$ cat config.mk
export PLATFORM = sky130hd
export DESIGN_NAME = allocation_bitmap_find_first
export DESIGN_NICKNAME = d
export VERILOG_FILES = /design/src/hdl/abf_pkg.sv /design/src/hdl/allocation_bitmap_find_first.sv /design/src/hdl/abf_scan_unit.sv
export SDC_FILE = /design/constraint.sdc
export NUM_CORES = 2
export LEC_CHECK = 0
export ABC_AREA = 1
export ABC_CLOCK_PERIOD_IN_PS = 7450
export BUFFER_PORTS_ARGS = -buffer_cell sky130_fd_sc_hd__buf_2
export CORE_MARGIN = 10
export CORE_UTILIZATION = 45
export CTS_CLUSTER_SIZE = 28
export DETAILED_ROUTE_END_ITERATION = 8
export PLACE_DENSITY = 0.58
export SETUP_SLACK_MARGIN = 0.3
export SYNTH_ARGS = -nofsm -noshare
export SYNTH_HDL_FRONTEND = slang
export SYNTH_SLANG_ARGS = --single-unit
$ cat constraint.sdc
create_clock -name clk -period 7.45 [get_ports clk]
set_clock_uncertainty 0.2 [all_clocks]
set_input_delay 0 -clock clk [delete_from_list [all_inputs] [get_ports clk]]
set_output_delay 0 -clock clk [all_outputs]
set_load 0.005 [all_outputs]
$ cat src/hdl/abf_pkg.sv
// Shared constants, codes and types of the allocation bitmap block.
package abf_pkg;

  // Store geometry
  localparam int WORD_BITS = 64;
  localparam int WORDS     = 16;
  localparam int CAPACITY  = WORDS * WORD_BITS;

  // Field and register widths
  localparam int IDX_W = 10;
  localparam int OP_W  = 4;
  localparam int CFG_W = 11;
  localparam int CFG_AW = 3;
  localparam int CFG_DW = 32;
  localparam logic [CFG_W-1:0] BITS_IN_USE_RESET = CFG_W'(1024);

  // Derived widths
  localparam int CAP_W   = $clog2(CAPACITY + 1);
  localparam int CNT_W   = (CAP_W > CFG_W) ? CAP_W : CFG_W;
  localparam int WORD_AW = (WORDS > 1) ? $clog2(WORDS) : 1;
  localparam int BIT_AW  = $clog2(WORD_BITS);
  localparam int PAD_W   = 1 << BIT_AW;

  // Register index of the configuration port
  localparam int REG_BITS_IN_USE = 0;

  typedef enum logic [OP_W-1:0] {
    OP_SET       = 4'd0,
    OP_CLEAR     = 4'd1,
    OP_TEST      = 4'd2,
    OP_FIND_CLR  = 4'd3,
    OP_FIND_SET  = 4'd4,
    OP_SET_ALL   = 4'd5,
    OP_CLR_ALL   = 4'd6,
    OP_INVERT    = 4'd7,
    OP_ALL_CLR   = 4'd8,
    OP_ALL_SET   = 4'd9
  } op_t;

  typedef enum logic {
    ST_IDLE = 1'b0,
    ST_SCAN = 1'b1
  } state_t;

  // Outcome of one word step of the scan unit
  typedef struct packed {
    logic [WORD_BITS-1:0] wdata;
    logic                 we;
    logic                 stop;
    logic                 flag;
    logic                 fail;
    logic [CNT_W-1:0]     pos;
  } scan_res_t;

endpackage

$ cat src/hdl/allocation_bitmap_find_first.sv
// Top level of the allocation bitmap with find-first, fill and all-bits tests.
//
// The bitmap is kept in flip-flops, one word per entry, cleared at once by reset, so there is
// no clearing pass. A sequencer walks the words one per cycle through a shared word unit,
// holding at the finishing word while the output stalls. After a transfer is taken the block
// scans and then loads the result register: fill, invert, all-bits tests and unsuccessful
// finds scan every word, a successful find and set, clear or test stop at the word that
// holds the bit, and range errors and unknown ops load the result without a scan. The input
// stalls for the whole scan. A finished result waits in the output register while the next
// item is taken. bits_in_use must be written over the APB port only while the block is idle;
// the block does not enforce this. A count above the store capacity acts as the capacity.
module allocation_bitmap_find_first import abf_pkg::*; (
  input  logic              clk,
  input  logic              rst_n,
  // Input channel
  input  logic              in_valid,
  output logic              in_stall,
  input  logic [OP_W-1:0]   in_op,
  input  logic [IDX_W-1:0]  in_bit_index,
  // Result channel
  output logic              out_valid,
  input  logic              out_stall,
  output logic              out_flag,
  output logic [IDX_W-1:0]  out_found_index,
  output logic              out_range_error,
  // Configuration port
  input  logic              psel,
  input  logic              penable,
  input  logic              pwrite,
  input  logic [CFG_AW-1:0] paddr,
  input  logic [CFG_DW-1:0] pwdata,
  output logic [CFG_DW-1:0] prdata,
  output logic              pready
);

  logic [WORD_BITS-1:0] bitmap_r [WORDS];
  logic [CFG_W-1:0]     bits_in_use_r;

  state_t               state_r, state_nxt;
  op_t                  op_r;
  logic [CNT_W-1:0]     idx_r;
  logic                 quick_r, quick_nxt;
  logic                 err_r, err_nxt;
  logic [WORD_AW-1:0]   w_r, w_nxt;
  logic [CNT_W-1:0]     base_r, base_nxt;
  logic                 all_ok_r, all_ok_nxt;

  logic                 out_valid_r, out_valid_nxt;
  logic                 out_flag_r;
  logic [IDX_W-1:0]     out_found_r;
  logic                 out_err_r;

  logic [CNT_W-1:0]     count;
  logic                 in_xfer;
  logic                 out_free;
  logic                 last;
  logic                 finish;
  logic                 advance;
  logic                 load_out;
  logic                 wr_en;
  logic                 reg_sel;
  logic                 cfg_wr;
  logic                 single_op;
  logic                 known_op;
  logic                 res_flag;
  logic [IDX_W-1:0]     res_found;
  scan_res_t            unit_res;

  // Effective count, clipped to the store capacity
  assign count = (CNT_W'(bits_in_use_r) > CNT_W'(CAPACITY)) ? CNT_W'(CAPACITY)
                                                           : CNT_W'(bits_in_use_r);

  // Configuration port
  assign pready  = 1'b1;
  assign reg_sel = (paddr[CFG_AW-1:2] == (CFG_AW - 2)'(REG_BITS_IN_USE));
  assign cfg_wr  = psel && penable && pwrite && pready && reg_sel;
  assign prdata  = reg_sel ? CFG_DW'(bits_in_use_r) : '0;

  always_ff @(posedge clk) begin
    if (!rst_n) begin
      bits_in_use_r <= BITS_IN_USE_RESET;
    end else if (cfg_wr) begin
      bits_in_use_r <= pwdata[CFG_W-1:0];
    end
  end

  // Shared word unit
  abf_scan_unit u_unit (
    .op    (op_r),
    .word  (bitmap_r[w_r]),
    .base  (base_r),
    .count (count),
    .idx   (idx_r),
    .res   (unit_res)
  );

  // Handshake terms
  assign in_stall  = (state_r != ST_IDLE);
  assign in_xfer   = in_valid && !in_stall;
  assign out_free  = !out_valid_r || !out_stall;
  assign last      = (w_r == WORD_AW'(WORDS - 1));
  assign finish    = quick_r || unit_res.stop || last;
  assign advance   = (state_r == ST_SCAN) && (!finish || out_free);
  assign load_out  = (state_r == ST_SCAN) && finish && out_free;
  assign wr_en     = advance && !quick_r && unit_res.we;

  // Classify the incoming op
  always_comb begin
    single_op = 1'b0;
    known_op  = 1'b1;
    unique case (op_t'(in_op))
      OP_SET, OP_CLEAR, OP_TEST:                      single_op = 1'b1;
      OP_FIND_CLR, OP_FIND_SET, OP_SET_ALL,
      OP_CLR_ALL, OP_INVERT, OP_ALL_CLR, OP_ALL_SET:  single_op = 1'b0;
      default:                                        known_op  = 1'b0;
    endcase
  end

  // Result of the finishing step
  always_comb begin
    res_flag  = 1'b0;
    res_found = '0;
    if (!quick_r) begin
      unique case (op_r)
        OP_TEST:                  res_flag = unit_res.flag;
        OP_FIND_CLR, OP_FIND_SET: begin
          res_flag  = unit_res.flag;
          res_found = unit_res.flag ? unit_res.pos[IDX_W-1:0] : '0;
        end
        OP_ALL_CLR, OP_ALL_SET:   res_flag = all_ok_r && !unit_res.fail;
        default:                  res_flag = 1'b0;
      endcase
    end
  end

  // Sequencer: next state and control
  always_comb begin
    state_nxt  = state_r;
    quick_nxt  = quick_r;
    err_nxt    = err_r;
    w_nxt      = w_r;
    base_nxt   = base_r;
    all_ok_nxt = all_ok_r;
    unique case (state_r)
      ST_IDLE: begin
        if (in_xfer) begin
          err_nxt    = single_op && (CNT_W'(in_bit_index) >= count);
          quick_nxt  = !known_op || (single_op && (CNT_W'(in_bit_index) >= count));
          w_nxt      = '0;
          base_nxt   = '0;
          all_ok_nxt = 1'b1;
          state_nxt  = ST_SCAN;
        end
      end
      ST_SCAN: begin
        if (load_out) begin
          state_nxt = ST_IDLE;
        end else if (advance) begin
          w_nxt      = w_r + WORD_AW'(1);
          base_nxt   = base_r + CNT_W'(WORD_BITS);
          all_ok_nxt = all_ok_r && !unit_res.fail;
        end
      end
      default: state_nxt = ST_IDLE;
    endcase
  end

  // Output register: drop on transfer, load on finish
  always_comb begin
    out_valid_nxt = out_valid_r;
    if (load_out) begin
      out_valid_nxt = 1'b1;
    end else if (out_valid_r && !out_stall) begin
      out_valid_nxt = 1'b0;
    end
  end

  always_ff @(posedge clk) begin
    if (!rst_n) begin
      state_r     <= ST_IDLE;
      out_valid_r <= 1'b0;
      quick_r     <= 1'b0;
      err_r       <= 1'b0;
      w_r         <= '0;
      base_r      <= '0;
      all_ok_r    <= 1'b1;
    end else begin
      state_r     <= state_nxt;
      out_valid_r <= out_valid_nxt;
      quick_r     <= quick_nxt;
      err_r       <= err_nxt;
      w_r         <= w_nxt;
      base_r      <= base_nxt;
      all_ok_r    <= all_ok_nxt;
    end
  end

  // Hold the request payload for the scan
  always_ff @(posedge clk) begin
    if (in_xfer) begin
      op_r  <= op_t'(in_op);
      idx_r <= CNT_W'(in_bit_index);
    end
  end

  // Result payload
  always_ff @(posedge clk) begin
    if (load_out) begin
      out_flag_r  <= res_flag;
      out_found_r <= res_found;
      out_err_r   <= quick_r && err_r;
    end
  end

  // Bitmap store, one word written per step
  always_ff @(posedge clk) begin
    if (!rst_n) begin
      for (int i = 0; i < WORDS; i++) begin
        bitmap_r[i] <= '0;
      end
    end else if (wr_en) begin
      bitmap_r[w_r] <= unit_res.wdata;
    end
  end

  assign out_valid       = out_valid_r;
  assign out_flag        = out_flag_r;
  assign out_found_index = out_found_r;
  assign out_range_error = out_err_r;

endmodule

$ cat src/hdl/abf_scan_unit.sv
// Word step unit: masks, modifies, tests and searches one bitmap word.
module abf_scan_unit import abf_pkg::*; (
  input  op_t                  op,
  input  logic [WORD_BITS-1:0] word,
  input  logic [CNT_W-1:0]     base,
  input  logic [CNT_W-1:0]     count,
  input  logic [CNT_W-1:0]     idx,
  output scan_res_t            res
);

  localparam logic [WORD_BITS-1:0] ONES = {WORD_BITS{1'b1}};

  // Binary search for the lowest set bit, halving the window each step
  function automatic logic [BIT_AW-1:0] lowest_one(input logic [PAD_W-1:0] v);
    logic [PAD_W-1:0]  x;
    logic [BIT_AW-1:0] p;
    logic [PAD_W-1:0]  lo;
    int                half;
    x = v;
    p = '0;
    for (int s = BIT_AW - 1; s >= 0; s--) begin
      half = 1 << s;
      lo = (PAD_W'(1) << half) - PAD_W'(1);
      if ((x & lo) == '0) begin
        x = x >> half;
        p = p | BIT_AW'(half);
      end
    end
    return p;
  endfunction

  logic [CNT_W-1:0]     left;
  logic [WORD_BITS-1:0] mask;
  logic [CNT_W-1:0]     off;
  logic                 hit;
  logic [WORD_BITS-1:0] bitsel;
  logic [WORD_BITS-1:0] cand;

  // Valid-bit mask of this word under the in-use count
  assign left   = count - base;
  assign mask   = (base >= count) ? '0 : ~(ONES << left);

  // Single-bit position relative to this word
  assign off    = idx - base;
  assign hit    = (off < CNT_W'(WORD_BITS));
  assign bitsel = WORD_BITS'(1) << off;

  // Candidate bits for a search
  assign cand   = ((op == OP_FIND_SET) ? word : ~word) & mask;

  always_comb begin
    res       = '0;
    res.wdata = word;
    res.pos   = base + CNT_W'(lowest_one(PAD_W'(cand)));
    unique case (op)
      OP_SET: begin
        res.wdata = word | bitsel;
        res.we    = hit;
        res.stop  = hit;
      end
      OP_CLEAR: begin
        res.wdata = word & ~bitsel;
        res.we    = hit;
        res.stop  = hit;
      end
      OP_TEST: begin
        res.flag  = |(word & bitsel);
        res.stop  = hit;
      end
      OP_FIND_CLR, OP_FIND_SET: begin
        res.stop  = |cand;
        res.flag  = |cand;
      end
      OP_SET_ALL: begin
        res.wdata = ONES;
        res.we    = 1'b1;
      end
      OP_CLR_ALL: begin
        res.wdata = '0;
        res.we    = 1'b1;
      end
      OP_INVERT: begin
        res.wdata = ~word;
        res.we    = 1'b1;
      end
      OP_ALL_CLR: begin
        res.fail  = |(word & mask);
      end
      OP_ALL_SET: begin
        res.fail  = |(~word & mask);
      end
      default: begin
        res.wdata = word;
      end
    endcase
  end

endmodule

==> impl_metrics.xml <==
<?xml version="1.0" encoding="UTF-8"?>
<metrics>
  <group name="pwr">
    <metric name="pwr-share-seq" unit="%">46.7</metric>
    <metric name="internal_power" unit="mW">10.5</metric>
    <metric name="total_leakage_power" unit="nW">23.4</metric>
    <metric name="p_clk_share" unit="%">36.4</metric>
    <metric name="switching_power" unit="mW">4.27</metric>
    <metric name="powerDensity" unit="mW/mm^2">236</metric>
    <metric name="comb_power_share" unit="%">16.9</metric>
    <metric name="switching_share" unit="%">28.8</metric>
    <metric name="worst_supply_voltage_drop_on_vdd" unit="V">0.000187</metric>
  </group>
  <group name="sta">
    <metric name="tns_setup" unit="ps">0</metric>
    <metric name="tightestPinTransition" unit="ps">1430</metric>
    <metric name="fin_hold_ws" unit="ps">52.8</metric>
    <metric name="hold_viol_final" unit="">0</metric>
    <metric name="finalCritPeriodShare" unit="%">90.5</metric>
    <metric name="maxClockFrequency" unit="GHz">0.148</metric>
    <metric name="period_minus_slack" unit="ps">6740</metric>
    <metric name="setup_repair_after_global_routing_missed_its_margin" unit="">no</metric>
    <metric name="slew_violations" unit="">0</metric>
    <metric name="setup-violations-final" unit="">0</metric>
    <metric name="max_slew_margin" unit="%">4.06</metric>
  </group>
  <group name="hold_path">
    <metric name="min_from" unit="">penable</metric>
    <metric name="worstHoldPathCells" unit="">4</metric>
    <metric name="worst_hold_path_type" unit="">in -&gt; reg</metric>
    <metric name="worstHoldEndpoint" unit="">bits_in_use_r[10]</metric>
  </group>
  <group name="setup_path">
    <metric name="regToRegSetupSlack" unit="ps">710</metric>
    <metric name="most_used_cell_cp" unit="">nand2_1</metric>
    <metric name="worst_path_max_delay_cell" unit="">a221oi_1</metric>
    <metric name="worst-path-max-fanout" unit="">25</metric>
    <metric name="critical_path.startpoint_type" unit="">flip-flop</metric>
    <metric name="setup.worst_path.start" unit="">bits_in_use_r[4]</metric>
    <metric name="worstSetupEndpointType" unit="">flip-flop</metric>
    <metric name="cp_slowest_stage_delay" unit="ps">420</metric>
    <metric name="reg2reg_depth" unit="">34</metric>
    <metric name="r2r_start" unit="">bits_in_use_r[4]</metric>
    <metric name="worst-endpoint-arrival" unit="ps">6930</metric>
    <metric name="criticalPathCategory" unit="">reg -&gt; reg</metric>
    <metric name="worst_r2r_endpoint" unit="">bitmap_r[11][33]</metric>
    <metric name="timing.critical_path.required" unit="ps">7640</metric>
  </group>
  <group name="floorplanning">
    <metric name="core-area" unit="sq mm">0.123</metric>
    <metric name="fp.dieW" unit="um">372</metric>
    <metric name="floorplan.die_area" unit="sq mm">0.138</metric>
    <metric name="io_pins" unit="">103</metric>
    <metric name="initial_utilization" unit="%">45.2</metric>
    <metric name="floorplan.rows" unit="">129</metric>
    <metric name="die_height" unit="um">372</metric>
  </group>
  <group name="synth">
    <metric name="synthDistinctLibCells" unit="">57</metric>
    <metric name="synth.area.top_cells" unit="">edfxtp_1, nor2_1, mux2i_1</metric>
    <metric name="share_of_flip_flops_with_an_asynchronous_set_or_reset" unit="%">0</metric>
    <metric name="post_synth_inst_count" unit="">5675</metric>
    <metric name="synthesis.area" unit="sq mm">0.0557</metric>
    <metric name="synthesis.area_per_instance" unit="sq um">9.81</metric>
    <metric name="seq_area_frac_synth" unit="%">57.7</metric>
    <metric name="synth_largest_area_cell" unit="">edfxtp_1</metric>
    <metric name="synth_warnings" unit="">0</metric>
    <metric name="post-synth-top-count-cell" unit="">nor2_1</metric>
    <metric name="ys_ff_latch" unit="">1079</metric>
    <metric name="top_cell_type_s_share_of_synthesized_area" unit="%">56.6</metric>
    <metric name="yosys_most_used_dff" unit="">edfxtp_1</metric>
    <metric name="synth_common_cells" unit="">nor2_1, edfxtp_1, nand2_1</metric>
    <metric name="synth_edf_count" unit="">1050</metric>
  </group>
  <group name="cells_and_area">
    <metric name="drive_above_1_share" unit="%">11.0</metric>
    <metric name="area.sequential" unit="sq mm">0.0321</metric>
    <metric name="num-nets-final" unit="">5811</metric>
    <metric name="diodes" unit="">0</metric>
    <metric name="multi_input_area" unit="sq mm">0.0195</metric>
    <metric name="filler_cells" unit="">11300</metric>
    <metric name="layout-area-overhead-vs-synth" unit="%">12.5</metric>
  </group>
  <group name="run_status">
    <metric name="status" unit="">finished, final reports clean</metric>
  </group>
  <group name="clock_tree">
    <metric name="tritoncts_clock_tree" unit="">built</metric>
    <metric name="cts.clk_slew.worst_paths" unit="ps">60</metric>
    <metric name="clock_insertion_delay_worst_skew" unit="ps">730</metric>
    <metric name="cts_inserted_buffers" unit="">113</metric>
    <metric name="cts.path.max_buffers" unit="">3</metric>
    <metric name="root_buffer" unit="">clkbuf_16</metric>
    <metric name="clock_sinks" unit="">1079</metric>
    <metric name="h_tree_depth" unit="">3</metric>
  </group>
  <group name="global_route">
    <metric name="via_count_of_the_first_global_routing_pass" unit="">41300</metric>
    <metric name="grt.total_usage" unit="%">27.8</metric>
    <metric name="total_global_routing_overflow" unit="">0</metric>
    <metric name="grt_start_max_net_pins" unit="">77</metric>
    <metric name="grt_first_pass_wirelength" unit="um">285000</metric>
    <metric name="initial_antenna_violation_count" unit="">0</metric>
  </group>
  <group name="drt">
    <metric name="initialDrtViolationCount" unit="">4624</metric>
    <metric name="routed_wirelength" unit="um">195000</metric>
    <metric name="drt_drc_violations_left" unit="">0</metric>
    <metric name="drt_pass1_iterations" unit="">6</metric>
    <metric name="routed-via-count" unit="">43300</metric>
    <metric name="postRouteAntennaNets" unit="">0</metric>
    <metric name="avgRoutedWirePerCell" unit="um">26.2</metric>
    <metric name="vias_per_cell" unit="">5.81</metric>
  </group>
  <group name="run">
    <metric name="maxCapViolations" unit="">0</metric>
  </group>
  <group name="placement">
    <metric name="last_weighted_congestion_value_of_the_routability_driven_placer" unit="">1.05</metric>
    <metric name="port_buffers" unit="">57</metric>
    <metric name="dpl.hpwl" unit="um">126000</metric>
  </group>
</metrics>
-- registers in the layout, summed over array words and instances (netlist names), named ones only --
signal,count
quick_r,1
base_r,5
all_ok_r,1
bitmap_r,1024
out_found_index,10
idx_r,10
w_r,4
op_r,4
bits_in_use_r,11
out_range_error,1
in_stall,1
out_flag,1
out_valid,1
err_r,1
-- cells by family (layout without fill, tap and decap cells) --
group / after synthesis / in the layout / share of synthesized area [%]
simple gates: 2073 / 2073 / 15.6
compound gates: 1256 / 1256 / 12.9
flops: 1079 / 1079 / 57.7
mux: 256 / 256 / 4.60
buf+inv: 947 / 1056 / 8.04
fa+ha+maj: 28 / 28 / 0.629
other cells: 2 / 26 / 0.0135
xor+xnor: 34 / 34 / 0.562
-- layout make-up --
class | instances | share of cell area, %
timing repair buffer | 369 | 5.85
clock buffer | 138 | 4.70
sequential | 1079 | 51.3
multi-input combinational | 3673 | 31.1
clock inverter | 58 | 0.793
inverter | 491 | 2.96
tap | 1637 | 3.27
-- worst max path at each step --
| stage | to | slack [ps] | cells after the start |
|---|---|---|---|
| floorplan | bitmap_r[15][0] | 870 | 38 |
| finish | bitmap_r[11][33] | 710 | 34 |
| global placement | bitmap_r[5][51] | 680 | 34 |
| CTS | bitmap_r[7][24] | 620 | 35 |
| detailed placement | bitmap_r[5][51] | 650 | 35 |
| global route | bitmap_r[3][24] | 340 | 36 |
-- critical path: cells and delay by family, from the launching register on --
family / cells / cell delay [ps]
AOI/OAI and AO/OA: 7 / 1660
adders and majority gates: 1 / 300
buffers and inverters: 5 / 520
DFF: 1 / 410
and+or+nand+nor: 21 / 3220
-- routing by layer --
metal | up-vias | global-route usage (%) | routed length, um
li1 | 19600 | - | -
met1 | 21300 | 38.6 | 82000
met2 | 1992 | 45.1 | 91200
met3 | 330 | 2.97 | 15100
met4 | 0 | 9.61 | 6520
met5 | - | 0 | 0
-- through the flow --
step                      instances  worst slack [ps]  power, mW  util, %  area (sq um)
after floorplan                5699               870       8.53        -         55800
after global placement         7160               683       9.45     47.2         58200
after detailed placement       7161               649       9.47     47.2         58200
after CTS                      7437               618       14.8     50.7         62500
after global routing           7445               338       15.3     50.8         62600
final                          7445               705       14.8     50.8         62600
-- cell usage in the layout, fill, tap and decap left out, types with 95 or more instances in the layout --
master / instances
edfxtp_1: 1050
clkbuf_16: 114
nand2_1: 482
nor2_1: 1121
buf_4: 164
mux2i_1: 256
o211ai_1: 266
inv_1: 474
o21ai_0: 465
nand3_1: 229
nor2_2: 95
a21oi_1: 366
-- power groups by stage --
stage          Combinational (mW)  Sequential (mW)  Clock (mW)
2_1_floorplan                1.50             7.02           0
3_3_place_gp                 2.42             7.03           0
3_5_place_dp                 2.43             7.04           0
4_1_cts                      2.46             6.91        5.45
5_1_grt                      2.70             6.93        5.69
6_report                     2.51             6.91        5.39
-- repair_timing --
action,in CTS,in global routing
endpoints found under the setup margin,0,1657
resized for setup,0,14
hold endpoints to repair,91,0
hold buffers,80,0
buffers inserted,0,7
No activity file was read; power rests on OpenSTA's default activity.
